$ cat config.mk
export PLATFORM = sky130hd
export DESIGN_NAME = rect_flash_overlay_slots_core
export DESIGN_NICKNAME = d
export VERILOG_FILES = /design/src/design/rfos_pkg.sv /design/src/design/rfos_front.sv /design/src/design/rfos_back.sv /design/src/design/rfos_outq.sv /design/src/design/rect_flash_overlay_slots_core.sv
export VERILOG_INCLUDE_DIRS = /design/src /design/src/design
export SDC_FILE = /design/constraint.sdc
export NUM_CORES = 2
export LEC_CHECK = 0
export BUFFER_PORTS_ARGS = -buffer_cell sky130_fd_sc_hd__buf_2
export CAP_MARGIN = 10
export CORE_ASPECT_RATIO = 0.8
export CORE_MARGIN = 3
export CORE_UTILIZATION = 64
export CTS_BUF_LIST = sky130_fd_sc_hd__clkbuf_8
export DETAILED_ROUTE_END_ITERATION = 8
export PLACE_DENSITY_LB_ADDON = 0.05
export SYNTH_ARGS = -nofsm -noshare
export SYNTH_HDL_FRONTEND = slang
export SYNTH_SLANG_ARGS = --single-unit
$ cat constraint.sdc
create_clock -name i_clk -period 21.1 [get_ports i_clk]
set_input_delay 1.055 -clock i_clk [delete_from_list [all_inputs] [get_ports i_clk]]
set_output_delay 1.055 -clock i_clk [all_outputs]
set_load 0.01 [all_outputs]
$ cat src/design/assert_macros.svh
// Assertion macros for the flash slot design files (included by the back end).
`ifndef ASSERT_MACROS_SVH
`define ASSERT_MACROS_SVH
`ifndef SYNTHESIS
`define RFOS_ASSERT(lbl, clk, rst_n, prop, msg) \
    lbl: assert property (@(posedge clk) disable iff (!rst_n) prop) else $error(msg);
`define RFOS_ASSERT_ALWAYS(lbl, clk, prop, msg) \
    lbl: assert property (@(posedge clk) prop) else $error(msg);
`else
`define RFOS_ASSERT(lbl, clk, rst_n, prop, msg)
`define RFOS_ASSERT_ALWAYS(lbl, clk, prop, msg)
`endif
`endif

$ cat src/design/rfos_pkg.sv
// Shared constants and types of the rectangle flash slot table.
`default_nettype none
package rfos_pkg;
    localparam int SLOTS      = 8;
    localparam int IDX_W      = (SLOTS > 1) ? $clog2(SLOTS) : 1;
    localparam int MAX_RES    = 8;
    localparam int NRES_W     = $clog2(MAX_RES + 1);
    localparam int QUEUE_DEPTH = 2;
    localparam int QPTR_W     = 1;
    localparam int QCNT_W     = 2;

    localparam logic [2:0] OP_CLEAR   = 3'd0;
    localparam logic [2:0] OP_SPAWN   = 3'd1;
    localparam logic [2:0] OP_QUERY   = 3'd2;
    localparam logic [2:0] OP_ADVANCE = 3'd3;
    localparam logic [2:0] OP_MARK    = 3'd4;

    localparam logic CFG_WHITE = 1'b0;
    localparam logic CFG_WARM  = 1'b1;

    localparam logic RES_PIXEL = 1'b0;
    localparam logic RES_DIRTY = 1'b1;

    typedef enum logic [2:0] {
        K_CLEAR   = 3'd0,
        K_SPAWN   = 3'd1,
        K_QUERY   = 3'd2,
        K_ADVANCE = 3'd3,
        K_MARK    = 3'd4
    } t_kind;

    typedef struct packed {
        t_kind              kind;
        logic signed [15:0] x0;
        logic signed [15:0] y0;
        logic signed [15:0] x1;
        logic signed [15:0] y1;
        logic [31:0]        duration;
        logic [15:0]        base;
        logic [15:0]        light;
        logic signed [15:0] qx;
        logic signed [15:0] qy;
        logic [31:0]        elapsed;
    } t_cmd;

    typedef struct packed {
        logic               kind;
        logic [15:0]        pixel;
        logic signed [16:0] x0;
        logic signed [16:0] y0;
        logic signed [16:0] x1;
        logic signed [16:0] y1;
        logic               last;
    } t_res;
endpackage
`default_nettype wire

$ cat src/design/rfos_front.sv
// Front end: accept input beats, classify them and queue commands.
`default_nettype none
module rfos_front import rfos_pkg::*; (
    input  wire logic               i_clk,
    input  wire logic               i_rst_n,
    input  wire logic               push,
    output logic                    full,
    input  wire logic [2:0]         i_op,
    input  wire logic signed [15:0] i_rect_x0,
    input  wire logic signed [15:0] i_rect_y0,
    input  wire logic signed [15:0] i_rect_x1,
    input  wire logic signed [15:0] i_rect_y1,
    input  wire logic [31:0]        i_duration_us,
    input  wire logic [15:0]        i_base_color,
    input  wire logic [15:0]        i_light_color,
    input  wire logic signed [15:0] i_query_x,
    input  wire logic signed [15:0] i_query_y,
    input  wire logic [31:0]        i_elapsed_us,
    output logic                    o_cmd_valid,
    output t_cmd                    o_cmd,
    input  wire logic               i_cmd_pop
);
    t_cmd              r_mem [QUEUE_DEPTH];
    logic [QPTR_W-1:0] r_wp, r_rp;
    logic [QCNT_W-1:0] r_cnt;
    t_cmd              cmd;
    logic              keep;
    logic              wr;
    logic              rd;

    always_comb begin
        cmd.x0       = i_rect_x0;
        cmd.y0       = i_rect_y0;
        cmd.x1       = i_rect_x1;
        cmd.y1       = i_rect_y1;
        cmd.duration = i_duration_us;
        cmd.base     = i_base_color;
        cmd.light    = i_light_color;
        cmd.qx       = i_query_x;
        cmd.qy       = i_query_y;
        cmd.elapsed  = i_elapsed_us;
        keep         = 1'b1;
        cmd.kind     = K_CLEAR;
        unique case (i_op)
            OP_CLEAR:   cmd.kind = K_CLEAR;
            OP_SPAWN:   cmd.kind = K_SPAWN;
            OP_QUERY:   cmd.kind = K_QUERY;
            OP_ADVANCE: begin
                cmd.kind = K_ADVANCE;
                // a zero step changes nothing: drop it here
                keep     = (i_elapsed_us != 32'd0);
            end
            OP_MARK:    cmd.kind = K_MARK;
            default:    keep = 1'b0;
        endcase
    end

    assign full        = (r_cnt == QCNT_W'(QUEUE_DEPTH));
    assign wr          = push && !full && keep;
    assign rd          = i_cmd_pop && (r_cnt != '0);
    assign o_cmd_valid = (r_cnt != '0);
    assign o_cmd       = r_mem[r_rp];

    always_ff @(posedge i_clk) begin
        if (!i_rst_n) begin
            r_wp  <= '0;
            r_rp  <= '0;
            r_cnt <= '0;
        end else begin
            if (wr) r_wp <= r_wp + 1'b1;
            if (rd) r_rp <= r_rp + 1'b1;
            r_cnt <= r_cnt + QCNT_W'(wr) - QCNT_W'(rd);
        end
    end

    always_ff @(posedge i_clk) begin
        if (wr) r_mem[r_wp] <= cmd;
    end
endmodule
`default_nettype wire

$ cat src/design/rfos_back.sv
// Back end: slot table and the scan sequencer that carries out commands.
`default_nettype none
`include "assert_macros.svh"
module rfos_back import rfos_pkg::*; (
    input  wire logic        i_clk,
    input  wire logic        i_rst_n,
    input  wire logic        i_cmd_valid,
    input  wire t_cmd        i_cmd,
    output logic             o_cmd_pop,
    input  wire logic [15:0] i_white,
    input  wire logic [15:0] i_warm,
    output logic             o_res_push,
    output t_res             o_res,
    input  wire logic        i_res_full
);
    typedef enum logic [3:0] {
        ST_IDLE   = 4'b0001,
        ST_SCAN   = 4'b0010,
        ST_COLOUR = 4'b0100,
        ST_FLUSH  = 4'b1000
    } t_state;

    t_state             r_state, n_state;
    logic [IDX_W-1:0]   r_idx, n_idx;
    logic [IDX_W-1:0]   r_hit, n_hit;
    logic [NRES_W-1:0]  r_nres, n_nres;
    logic               r_pend_v, n_pend_v;
    t_res               r_pend, n_pend;
    t_cmd               r_cmd;

    logic [SLOTS-1:0]   r_active;
    logic [31:0]        r_rem   [SLOTS];
    logic [31:0]        r_tot   [SLOTS];
    logic signed [15:0] r_left  [SLOTS];
    logic signed [15:0] r_top   [SLOTS];
    logic signed [15:0] r_right [SLOTS];
    logic signed [15:0] r_bot   [SLOTS];
    logic [15:0]        r_base  [SLOTS];
    logic [15:0]        r_light [SLOTS];

    logic               clear_all, spawn_we, rem_we, expire;
    logic [IDX_W-1:0]   free_idx;
    logic               last_idx, cur_act, hit, emit, still_on;
    logic [31:0]        cur_rem;
    t_res               rect, pix;
    logic [33:0]        rem4, t1, t2, t3;
    logic [15:0]        colour;

    // spawn target: first free slot, slot 0 when all are busy
    always_comb begin
        free_idx = '0;
        for (int i = SLOTS - 1; i >= 0; i--) begin
            if (!r_active[i]) free_idx = IDX_W'(i);
        end
    end

    assign last_idx = (r_idx == IDX_W'(SLOTS - 1));
    assign cur_act  = r_active[r_idx];
    assign cur_rem  = r_rem[r_idx];
    assign still_on = (cur_rem > r_cmd.elapsed);
    assign hit      = (r_cmd.qx >= r_left[r_idx]) && (r_cmd.qx <= r_right[r_idx]) &&
                      (r_cmd.qy >= r_top[r_idx])  && (r_cmd.qy <= r_bot[r_idx]);

    always_comb begin
        rect.kind  = RES_DIRTY;
        rect.pixel = 16'd0;
        rect.x0    = {r_left[r_idx][15], r_left[r_idx]}   - 17'sd1;
        rect.y0    = {r_top[r_idx][15], r_top[r_idx]}     - 17'sd1;
        rect.x1    = {r_right[r_idx][15], r_right[r_idx]} + 17'sd1;
        rect.y1    = {r_bot[r_idx][15], r_bot[r_idx]}     + 17'sd1;
        rect.last  = 1'b0;
    end

    // remaining fraction against the quarter marks, scaled by four
    always_comb begin
        rem4 = {r_rem[r_hit], 2'b00};
        t1   = {2'b00, r_tot[r_hit]};
        t2   = {1'b0, r_tot[r_hit], 1'b0};
        t3   = t1 + t2;
        priority if (r_tot[r_hit] == 32'd0) colour = r_base[r_hit];
        else if (rem4 > t3)                 colour = i_white;
        else if (rem4 > t2)                 colour = i_warm;
        else if (rem4 > t1)                 colour = r_light[r_hit];
        else                                colour = r_base[r_hit];
    end

    always_comb begin
        n_state    = r_state;
        n_idx      = r_idx;
        n_hit      = r_hit;
        n_nres     = r_nres;
        n_pend_v   = r_pend_v;
        n_pend     = r_pend;
        o_cmd_pop  = 1'b0;
        o_res_push = 1'b0;
        o_res      = r_pend;
        clear_all  = 1'b0;
        spawn_we   = 1'b0;
        rem_we     = 1'b0;
        expire     = 1'b0;
        emit       = 1'b0;
        pix        = '0;
        pix.kind   = RES_PIXEL;
        pix.last   = 1'b1;
        unique case (r_state)
            ST_IDLE: begin
                if (i_cmd_valid) begin
                    o_cmd_pop = 1'b1;
                    unique case (i_cmd.kind)
                        K_CLEAR: clear_all = 1'b1;
                        K_SPAWN: spawn_we  = 1'b1;
                        default: begin
                            n_state = ST_SCAN;
                            n_idx   = '0;
                            n_nres  = '0;
                        end
                    endcase
                end
            end
            ST_SCAN: begin
                // hold while the result queue has no room
                if (!i_res_full) begin
                    if (r_cmd.kind == K_QUERY) begin
                        if (cur_act && hit) begin
                            n_hit   = r_idx;
                            n_state = ST_COLOUR;
                        end else if (last_idx) begin
                            o_res_push = 1'b1;
                            o_res      = pix;
                            n_state    = ST_IDLE;
                        end else begin
                            n_idx = r_idx + 1'b1;
                        end
                    end else begin
                        if (r_cmd.kind == K_ADVANCE && cur_act) begin
                            rem_we = still_on;
                            expire = !still_on;
                        end
                        emit = cur_act && (r_cmd.kind == K_MARK || !still_on);
                        if (emit && r_nres < NRES_W'(MAX_RES)) begin
                            o_res_push = r_pend_v;
                            n_pend     = rect;
                            n_pend_v   = 1'b1;
                            n_nres     = r_nres + 1'b1;
                        end
                        if (last_idx) n_state = ST_FLUSH;
                        else          n_idx   = r_idx + 1'b1;
                    end
                end
            end
            ST_COLOUR: begin
                if (!i_res_full) begin
                    pix.pixel  = colour;
                    o_res_push = 1'b1;
                    o_res      = pix;
                    n_state    = ST_IDLE;
                end
            end
            ST_FLUSH: begin
                // the held rectangle is the last of its run
                if (!i_res_full) begin
                    o_res_push = r_pend_v;
                    o_res.last = 1'b1;
                    n_pend_v   = 1'b0;
                    n_state    = ST_IDLE;
                end
            end
            default: n_state = ST_IDLE;
        endcase
    end

    always_ff @(posedge i_clk) begin
        if (!i_rst_n) begin
            r_state  <= ST_IDLE;
            r_idx    <= '0;
            r_nres   <= '0;
            r_pend_v <= 1'b0;
            r_active <= '0;
        end else begin
            r_state  <= n_state;
            r_idx    <= n_idx;
            r_nres   <= n_nres;
            r_pend_v <= n_pend_v;
            if (clear_all) r_active <= '0;
            if (spawn_we)  r_active[free_idx] <= 1'b1;
            if (expire)    r_active[r_idx] <= 1'b0;
        end
    end

    always_ff @(posedge i_clk) begin
        r_hit  <= n_hit;
        r_pend <= n_pend;
        if (o_cmd_pop) r_cmd <= i_cmd;
        if (spawn_we) begin
            r_rem[free_idx]   <= i_cmd.duration;
            r_tot[free_idx]   <= i_cmd.duration;
            r_left[free_idx]  <= i_cmd.x0;
            r_top[free_idx]   <= i_cmd.y0;
            r_right[free_idx] <= i_cmd.x1;
            r_bot[free_idx]   <= i_cmd.y1;
            r_base[free_idx]  <= i_cmd.base;
            r_light[free_idx] <= i_cmd.light;
        end else if (rem_we) begin
            r_rem[r_idx] <= cur_rem - r_cmd.elapsed;
        end else if (expire) begin
            r_rem[r_idx] <= 32'd0;
        end
    end

    `RFOS_ASSERT(a_no_push_full, i_clk, i_rst_n, o_res_push |-> !i_res_full, "push into full result queue")
    `RFOS_ASSERT(a_pend_scope, i_clk, i_rst_n, r_pend_v |-> (r_state == ST_SCAN || r_state == ST_FLUSH), "held rectangle outside a scan")
    `RFOS_ASSERT(a_nres_max, i_clk, i_rst_n, r_nres <= NRES_W'(MAX_RES), "too many rectangles in one run")
endmodule
`default_nettype wire

$ cat src/design/rfos_outq.sv
// Result queue between the sequencer and the result ports.
`default_nettype none
module rfos_outq import rfos_pkg::*; (
    input  wire logic i_clk,
    input  wire logic i_rst_n,
    input  wire logic i_push,
    input  wire t_res i_res,
    output logic      o_full,
    output logic      o_empty,
    output t_res      o_res,
    input  wire logic i_pop
);
    t_res              r_mem [QUEUE_DEPTH];
    logic [QPTR_W-1:0] r_wp, r_rp;
    logic [QCNT_W-1:0] r_cnt;
    logic              wr, rd;

    assign o_full  = (r_cnt == QCNT_W'(QUEUE_DEPTH));
    assign o_empty = (r_cnt == '0);
    assign wr      = i_push && !o_full;
    assign rd      = i_pop && !o_empty;
    assign o_res   = r_mem[r_rp];

    always_ff @(posedge i_clk) begin
        if (!i_rst_n) begin
            r_wp  <= '0;
            r_rp  <= '0;
            r_cnt <= '0;
        end else begin
            if (wr) r_wp <= r_wp + 1'b1;
            if (rd) r_rp <= r_rp + 1'b1;
            r_cnt <= r_cnt + QCNT_W'(wr) - QCNT_W'(rd);
        end
    end

    always_ff @(posedge i_clk) begin
        if (wr) r_mem[r_wp] <= i_res;
    end
endmodule
`default_nettype wire

$ cat src/design/rect_flash_overlay_slots_core.sv
// Top level of the rectangle flash slot table.
//  channel  | handshake          | payload
//  input    | push / full        | i_op, i_rect_*, i_duration_us, colours, i_query_*, i_elapsed_us
//  result   | empty / pop        | o_result_kind, o_pixel_color, o_dirty_*, o_last_of_run
//  config   | i_cfg_we           | i_cfg_idx, i_cfg_data
// Clear and spawn are done in the sequencer's idle state; query, advance and mark walk
// the slots one per cycle while the result queue has room, a query up to its first hit.
// Two-entry queues sit on both sides, so input keeps flowing while results wait.
// Reset (synchronous, active low) empties the queues and deactivates every slot.
// A full result queue holds the slot walk in place.
`default_nettype none
module rect_flash_overlay_slots_core import rfos_pkg::*; (
    input  wire logic               i_clk,
    input  wire logic               i_rst_n,
    input  wire logic               i_cfg_we,
    input  wire logic               i_cfg_idx,
    input  wire logic [15:0]        i_cfg_data,
    input  wire logic               push,
    output logic                    full,
    input  wire logic [2:0]         i_op,
    input  wire logic signed [15:0] i_rect_x0,
    input  wire logic signed [15:0] i_rect_y0,
    input  wire logic signed [15:0] i_rect_x1,
    input  wire logic signed [15:0] i_rect_y1,
    input  wire logic [31:0]        i_duration_us,
    input  wire logic [15:0]        i_base_color,
    input  wire logic [15:0]        i_light_color,
    input  wire logic signed [15:0] i_query_x,
    input  wire logic signed [15:0] i_query_y,
    input  wire logic [31:0]        i_elapsed_us,
    output logic                    empty,
    input  wire logic               pop,
    output logic                    o_result_kind,
    output logic [15:0]             o_pixel_color,
    output logic signed [16:0]      o_dirty_x0,
    output logic signed [16:0]      o_dirty_y0,
    output logic signed [16:0]      o_dirty_x1,
    output logic signed [16:0]      o_dirty_y1,
    output logic                    o_last_of_run
);
    logic [15:0] r_white, r_warm;
    logic        cmd_valid, cmd_pop, res_push, res_full;
    t_cmd        cmd;
    t_res        res_in, res_out;

    always_ff @(posedge i_clk) begin
        if (!i_rst_n) begin
            r_white <= 16'hFFFF;
            r_warm  <= 16'hFFFF;
        end else if (i_cfg_we) begin
            unique case (i_cfg_idx)
                CFG_WHITE: r_white <= i_cfg_data;
                CFG_WARM:  r_warm  <= i_cfg_data;
                default:   r_white <= r_white;
            endcase
        end
    end

    rfos_front u_front (
        .i_clk, .i_rst_n, .push, .full,
        .i_op, .i_rect_x0, .i_rect_y0, .i_rect_x1, .i_rect_y1,
        .i_duration_us, .i_base_color, .i_light_color,
        .i_query_x, .i_query_y, .i_elapsed_us,
        .o_cmd_valid(cmd_valid), .o_cmd(cmd), .i_cmd_pop(cmd_pop)
    );

    rfos_back u_back (
        .i_clk, .i_rst_n,
        .i_cmd_valid(cmd_valid), .i_cmd(cmd), .o_cmd_pop(cmd_pop),
        .i_white(r_white), .i_warm(r_warm),
        .o_res_push(res_push), .o_res(res_in), .i_res_full(res_full)
    );

    rfos_outq u_outq (
        .i_clk, .i_rst_n,
        .i_push(res_push), .i_res(res_in), .o_full(res_full),
        .o_empty(empty), .o_res(res_out), .i_pop(pop)
    );

    assign o_result_kind = res_out.kind;
    assign o_pixel_color = res_out.pixel;
    assign o_dirty_x0    = res_out.x0;
    assign o_dirty_y0    = res_out.y0;
    assign o_dirty_x1    = res_out.x1;
    assign o_dirty_y1    = res_out.y1;
    assign o_last_of_run = res_out.last;
endmodule
`default_nettype wire
======== Yosys cells after proc, flatten, opt, wreduce, memory -nomap -nowiden ========
Memories as Yosys holds them, arrays and structs flattened. A register that Yosys moved wholly into a read port is not among the register bits.
Cells that the tools add are included.
word-level totals
  register bits after elaboration ......... 198
  word-level logic and storage cells ...... 250
  output and inout port bits .............. 88
  memory bits (writable) .................. 1842
  ROM bits ................................ 0
  latch bits .............................. 0
  memories kept ........................... 10
memories
  memory           depth  width  rd ports  clocked after memory_dff  wr ports  line              RTL
  u_front.r_mem    2      195    1         1                         1         rfos_front.sv:23  t_cmd r_mem [QUEUE_DEPTH];
  u_back.r_rem     8      32     2         2                         1         rfos_back.sv:32   logic [31:0] r_rem [SLOTS];
  u_back.r_tot     8      32     1         1                         1         rfos_back.sv:33   logic [31:0] r_tot [SLOTS];
  u_outq.r_mem     2      86     1         1                         1         rfos_outq.sv:13   t_res r_mem [QUEUE_DEPTH];
  u_back.r_base    8      16     1         1                         1         rfos_back.sv:38   logic [15:0] r_base [SLOTS];
  u_back.r_bot     8      16     1         1                         1         rfos_back.sv:37   logic signed [15:0] r_bot [SLOTS];
  4 more memories  --     --     --        --                        --        --
cells by class
  add/sub/neg operators ................... 16
  mux-type cells .......................... 118
  bitwise logic cells ..................... 7
  equality and inequality tests ........... 25
  divide/modulo/power cells ............... 0
  reductions and logical operators ........ 39
  multiply operators ...................... 0
  shifts and indexed selects .............. 0
  order comparisons ....................... 13
operators by type and width
  cell                                                 count
  2-to-1 mux 86 bit                                    5
  one-hot mux 85 bit (2 select lines)                  1
  2-to-1 mux 3 bit                                     29
  2-to-1 mux 16 bit                                    4
  2-to-1 mux 32 bit                                    2
  2-to-1 mux 4 bit                                     13
  2-to-1 mux 1 bit                                     48
  2-to-1 mux 8 bit                                     5
  adder 16 x 2 -> 17 bit (second input constant)       2
  adder 32 x 33 -> 34 bit                              1
  > comparator 34 x 32 -> 1 bit                        1
  > comparator 34 x 33 -> 1 bit                        1
  > comparator 34 bit                                  1
  subtractor 16 x 2 -> 17 bit (second input constant)  2
  greater-or-equal comparator 16 bit                   2
  > comparator 32 bit                                  1
  <= comparator 16 bit                                 2
  zero test 32 bit                                     1
  nonzero test 32 bit                                  1
  OR reduction 32 bit                                  1
  subtractor 32 bit                                    1
  logical AND 1 bit                                    14
  == test 3 x 2 -> 1 bit (second input constant)       4
  != test 2 bit (second input constant)                6
  other kinds (42)                                     70

======== Longest topological paths before layout ========
  depth in word-level cells ............... 17
  gate-level depth with buffers ........... 31
  gate-level depth less buffers ........... 27

======== Cells and area by module ========
A second synthesis with hierarchy kept.
second synthesis, totals
  cells, all modules ...................... 4668
  area total of the unflattened synthesis .. 86993.4 µm²
by module, submodules not included
  module                         times used  area each (µm²)  cells an instance
  rfos_back                      1           64590.7          3578
  rfos_front                     1           14395.1          651
  rfos_outq                      1           6643.9           295
  rect_flash_overlay_slots_core  1           1363.8           144

======== Worst setup path before layout ========
OpenSTA, ideal clock, no wires.
  path type ............................... register to register
  start ................................... reg u_back.r_state[1]
  end ..................................... mem u_back.r_base[2][0] (enable)
  setup time .............................. 0.930 ns
  path buffers ............................ 1
  cell stages (with the launch flop) ...... 6
  path slack .............................. 3.405 ns
  arrival time ............................ 16.765 ns
  data required time ...................... 20.170 ns
  cells stage by stage .................... dfxtp_1 -> clkbuf_1 -> or4b_2 -> nor2_1 -> nand2_1 -> nor4_1
between the ends
  word-level cells in the longest chain between the ends .. 4
ends and longest elaborated chain
  what                                    line              RTL
  start: declaration                      rfos_back.sv:23   t_state r_state, n_state;
  start signal: assignment                rfos_back.sv:180  r_state <= n_state;
  == test 4 x 1 -> 1 bit                  rfos_back.sv:105  unique case (r_state)
  2-to-1 mux 1 bit                        rfos_back.sv:105
  2-to-1 mux 1 bit                        rfos_back.sv:194  if (spawn_we) begin
  2-to-1 mux 1 bit (not written as such)  rfos_back.sv:201  r_base[free_idx] <= i_cmd.base;
  end: declaration                        rfos_back.sv:38
Every way passes these cells.

==> results.yml <==
sta:
  drv_slew: 0
  setup_ws_ns: 12.03
  hold_violations: 0
  finalCritPeriodShare_pct: 43.0
  fin_crit_ns: 9.07
  setup_viol: 0
  setup_tns_ns: 0
  maxSlewHeadroom_pct: 16.6
  rsz0062_at_grt: "no"
  final.setup_skew_ns: 0.0483
  max_freq_ghz: 0.110
  worst_slew_pin_slew_ns: 1.24
place:
  preCtsSetupSlack_ns: 12.04
  place.gp.congestion: 0.934
  port_buffers: 304
  placed_cell_area_um2: 90500
  dp_hpwl_um: 131000
drt:
  vias: 46500
  ant_nets: 0
  wl_um: 204000
  dr.first_iter.drc_count: 5230
  wl_per_cell_um: 28.2
  firstDrtPassIters: 6
  viasPerCell: 6.41
  drc: 0
cells_and_area:
  fill_cells: 8338
  final_area_um2: 96100
  postLayoutCoreUtil_pct: 71.6
  area_growth_pct: 10.7
  regArea_um2: 60800
  layout_common_cells: "edfxtp_1, mux4_2, mux2_2"
  nNetsFinal: 5724
  final_common_cell: "edfxtp_1"
  multi_input_area_um2: 24800
  drive_gt1_share_pct: 28.5
grt:
  grt_max_degree: 112
  antenna_found_initial: 13
  grtUsageTotal_pct: 29.5
  first_global_vias: 46200
  grt_pass1_wl_um: 299000
  gr-total-overflow: 0
hold_path:
  hold_path_class: "input port to flip-flop"
setup_path:
  path_cells: "buf_12 > buf_4 > mux4_2 > mux2i_1 > ha_1 > nor2b_1 > o21a_1 > o21a_1 > o21ai_0 > a21oi_1 > o32ai_1 > nor4_1 > or4_2 > buf_4 > o211ai_1 > nor2b_4 > buf_4"
  worstPathRequired_ns: 21.70
  end_kind: "flip-flop"
  reg2reg_slack_ns: 12.03
  cp.arrival_ns: 9.67
  startpoint_type: "flip-flop"
  critPathMaxFanout: 111
  cpMostUsedCell: "buf_4"
  cp_slowest_cell: "dfxtp_4"
  critPathKind: "flip-flop to flip-flop"
  max_stage_delay_ns: 0.95
flow_run:
  cap_violations: 0
synthesis:
  yosysSeqAreaShare_pct: 70.1
  ys_warn_count: 0
  syn_nets: 5214
  synth-edff-count: 1980
  async_flop_share_pct: 0
  synth-main-ff-cell: "edfxtp_1"
  syn_avg_cell_area_um2: 18.3
  synth.distinct_cells: 92
  synth_area_um2: 86800
  synth_seq_cells: 2048
  synth_cells: 4749
clock_network:
  cts_hold_buf: 0
  clock_latency_ns: 1.01
  cts_tree: "built"
  clock_path_buffers: 4
  cts-htree-levels: 5
  cts_resized: 0
  cts_root_buf: "clkbuf_8"
  cts_setup_buffers: 0
  cts_sinks: 2048
  cts_buffers: 316
  clk_pin_slew_ns: 0.06
floorplanning:
  core_um2: 134000
  start_util_pct: 64.7
  io_pins: 305
  dieArea_um2: 140000
  rows: 120
  die_x_um: 418
  die_y_um: 335
power:
  peakVddDrop_uv: 77.0
  p_per_area_nw_per_um2: 93.8
  p_leak_nw: 33.0
outcome:
  run_status: "finished clean"
-- worst paths after layout --
path                                          end                      start  depth (start not counted)
hold reg to reg                         flip-flop  u_back.r_hit[2]$_DFFE_PP_                          1
setup reg to reg     u_outq.r_mem[0][8]$_DFFE_PP_                  flip-flop                         17
setup / recovery     u_outq.r_mem[0][8]$_DFFE_PP_                  flip-flop                         17
hold / removal    u_front.r_mem[0][109]$_DFFE_PP_          i_duration_us[13]                          1
-- per-layer routing --
| layer | up-vias | wire length, µm | track usage, % |
|---|---|---|---|
| li1 | 20100 | - | - |
| met1 | 23700 | 86700 | 44.9 |
| met2 | 2259 | 91100 | 42.7 |
| met3 | 320 | 21200 | 7.61 |
| met4 | 0 | 5380 | 8.68 |
| met5 | - | 0 | 0 |
-- stage by stage --
stage	total power, W	hold slack [ns]	cells
2_1_floorplan	0.00569	0.421	4749
3_3_place_gp	0.00607	0.450	6710
3_5_place_dp	0.00610	0.458	6710
4_1_cts	0.00907	0.130	7239
5_1_grt	0.00937	0.159	7245
6_report	0.00901	0.229	7248
-- synth_stat cells, types with 19 or more instances --
library cell | instances | area share, %
edfxtp_1 | 1980 | 68
mux4_2 | 381 | 9.9
mux2_2 | 352 | 4.6
ha_1 | 246 | 3.5
nand2_1 | 203 | 0.88
nor2_1 | 131 | 0.57
mux2i_1 | 129 | 1.5
a21oi_1 | 121 | 0.70
clkbuf_1 | 115 | 0.50
inv_1 | 113 | 0.49
and3_1 | 84 | 0.61
nand3_1 | 81 | 0.47
a21o_1 | 79 | 0.68
xnor2_1 | 72 | 0.73
dfxtp_1 | 68 | 1.6
o21ai_0 | 64 | 0.37
xor2_1 | 48 | 0.48
nand4_1 | 43 | 0.31
nor2b_1 | 41 | 0.30
buf_1 | 30 | 0.13
a211oi_1 | 24 | 0.21
buf_2 | 24 | 0.14
nor3_1 | 23 | 0.13
o21a_1 | 20 | 0.17
nor4_1 | 19 | 0.14
-- cell type report --
class	count	area share, %
sequential	2048	63.3
timing repair buffer	386	2.25
clock inverter	204	1.14
inverter	115	0.449
tap	1769	2.30
clock buffer	325	4.66
antenna	9	0.0234
multi-input combinational	2392	25.9
-- logic make-up (layout without fill, tap and decap cells) --
family / Yosys count / count (layout) / share of synthesized area, %
XOR/XNOR: 120 / 120 / 1.21
other: 0 / 9 / 0
multiplexers: 865 / 865 / 16.0
AND/OR/NAND/NOR: 725 / 725 / 4.23
flip-flops: 2048 / 2048 / 70.1
adder cells (fa/ha/maj): 248 / 248 / 3.59
buffers and inverters: 309 / 1030 / 1.52
AO/OA/AOI/OAI: 434 / 434 / 3.36
-- power breakdown --
group | internal [W] | switching [W] | leakage [nW] | total [W]
clock network | 0.00154 | 0.00145 | 3.20 | 0.00299
logic | 0.000429 | 0.000748 | 11.3 | 0.00118
registers | 0.00476 | 0.0000854 | 18.5 | 0.00485
total | 0.00674 | 0.00228 | 33.0 | 0.00901
-- registers in the layout, indices dropped and copies added, names as in the netlist, 128 cells and up, named ones only --
signal / count
u_front.r_mem: 390
u_back.r_rem: 256
u_back.r_tot: 256
u_outq.r_mem: 172
u_back.r_base: 128
u_back.r_bot: 128
u_back.r_left: 128
u_back.r_light: 128
u_back.r_right: 128
u_back.r_top: 128
-- critical path, delay by kind of cell (launching register included) --
family                     cells  cell delay [ns]
AOI/OAI and AO/OA              6             1.29
adders and majority gates      1             0.38
buffers and inverters          4             2.57
DFF                            1             0.95
and+or+nand+nor                4             1.92
muxes                          2             1.25
(Power assumes the default switching activity.)
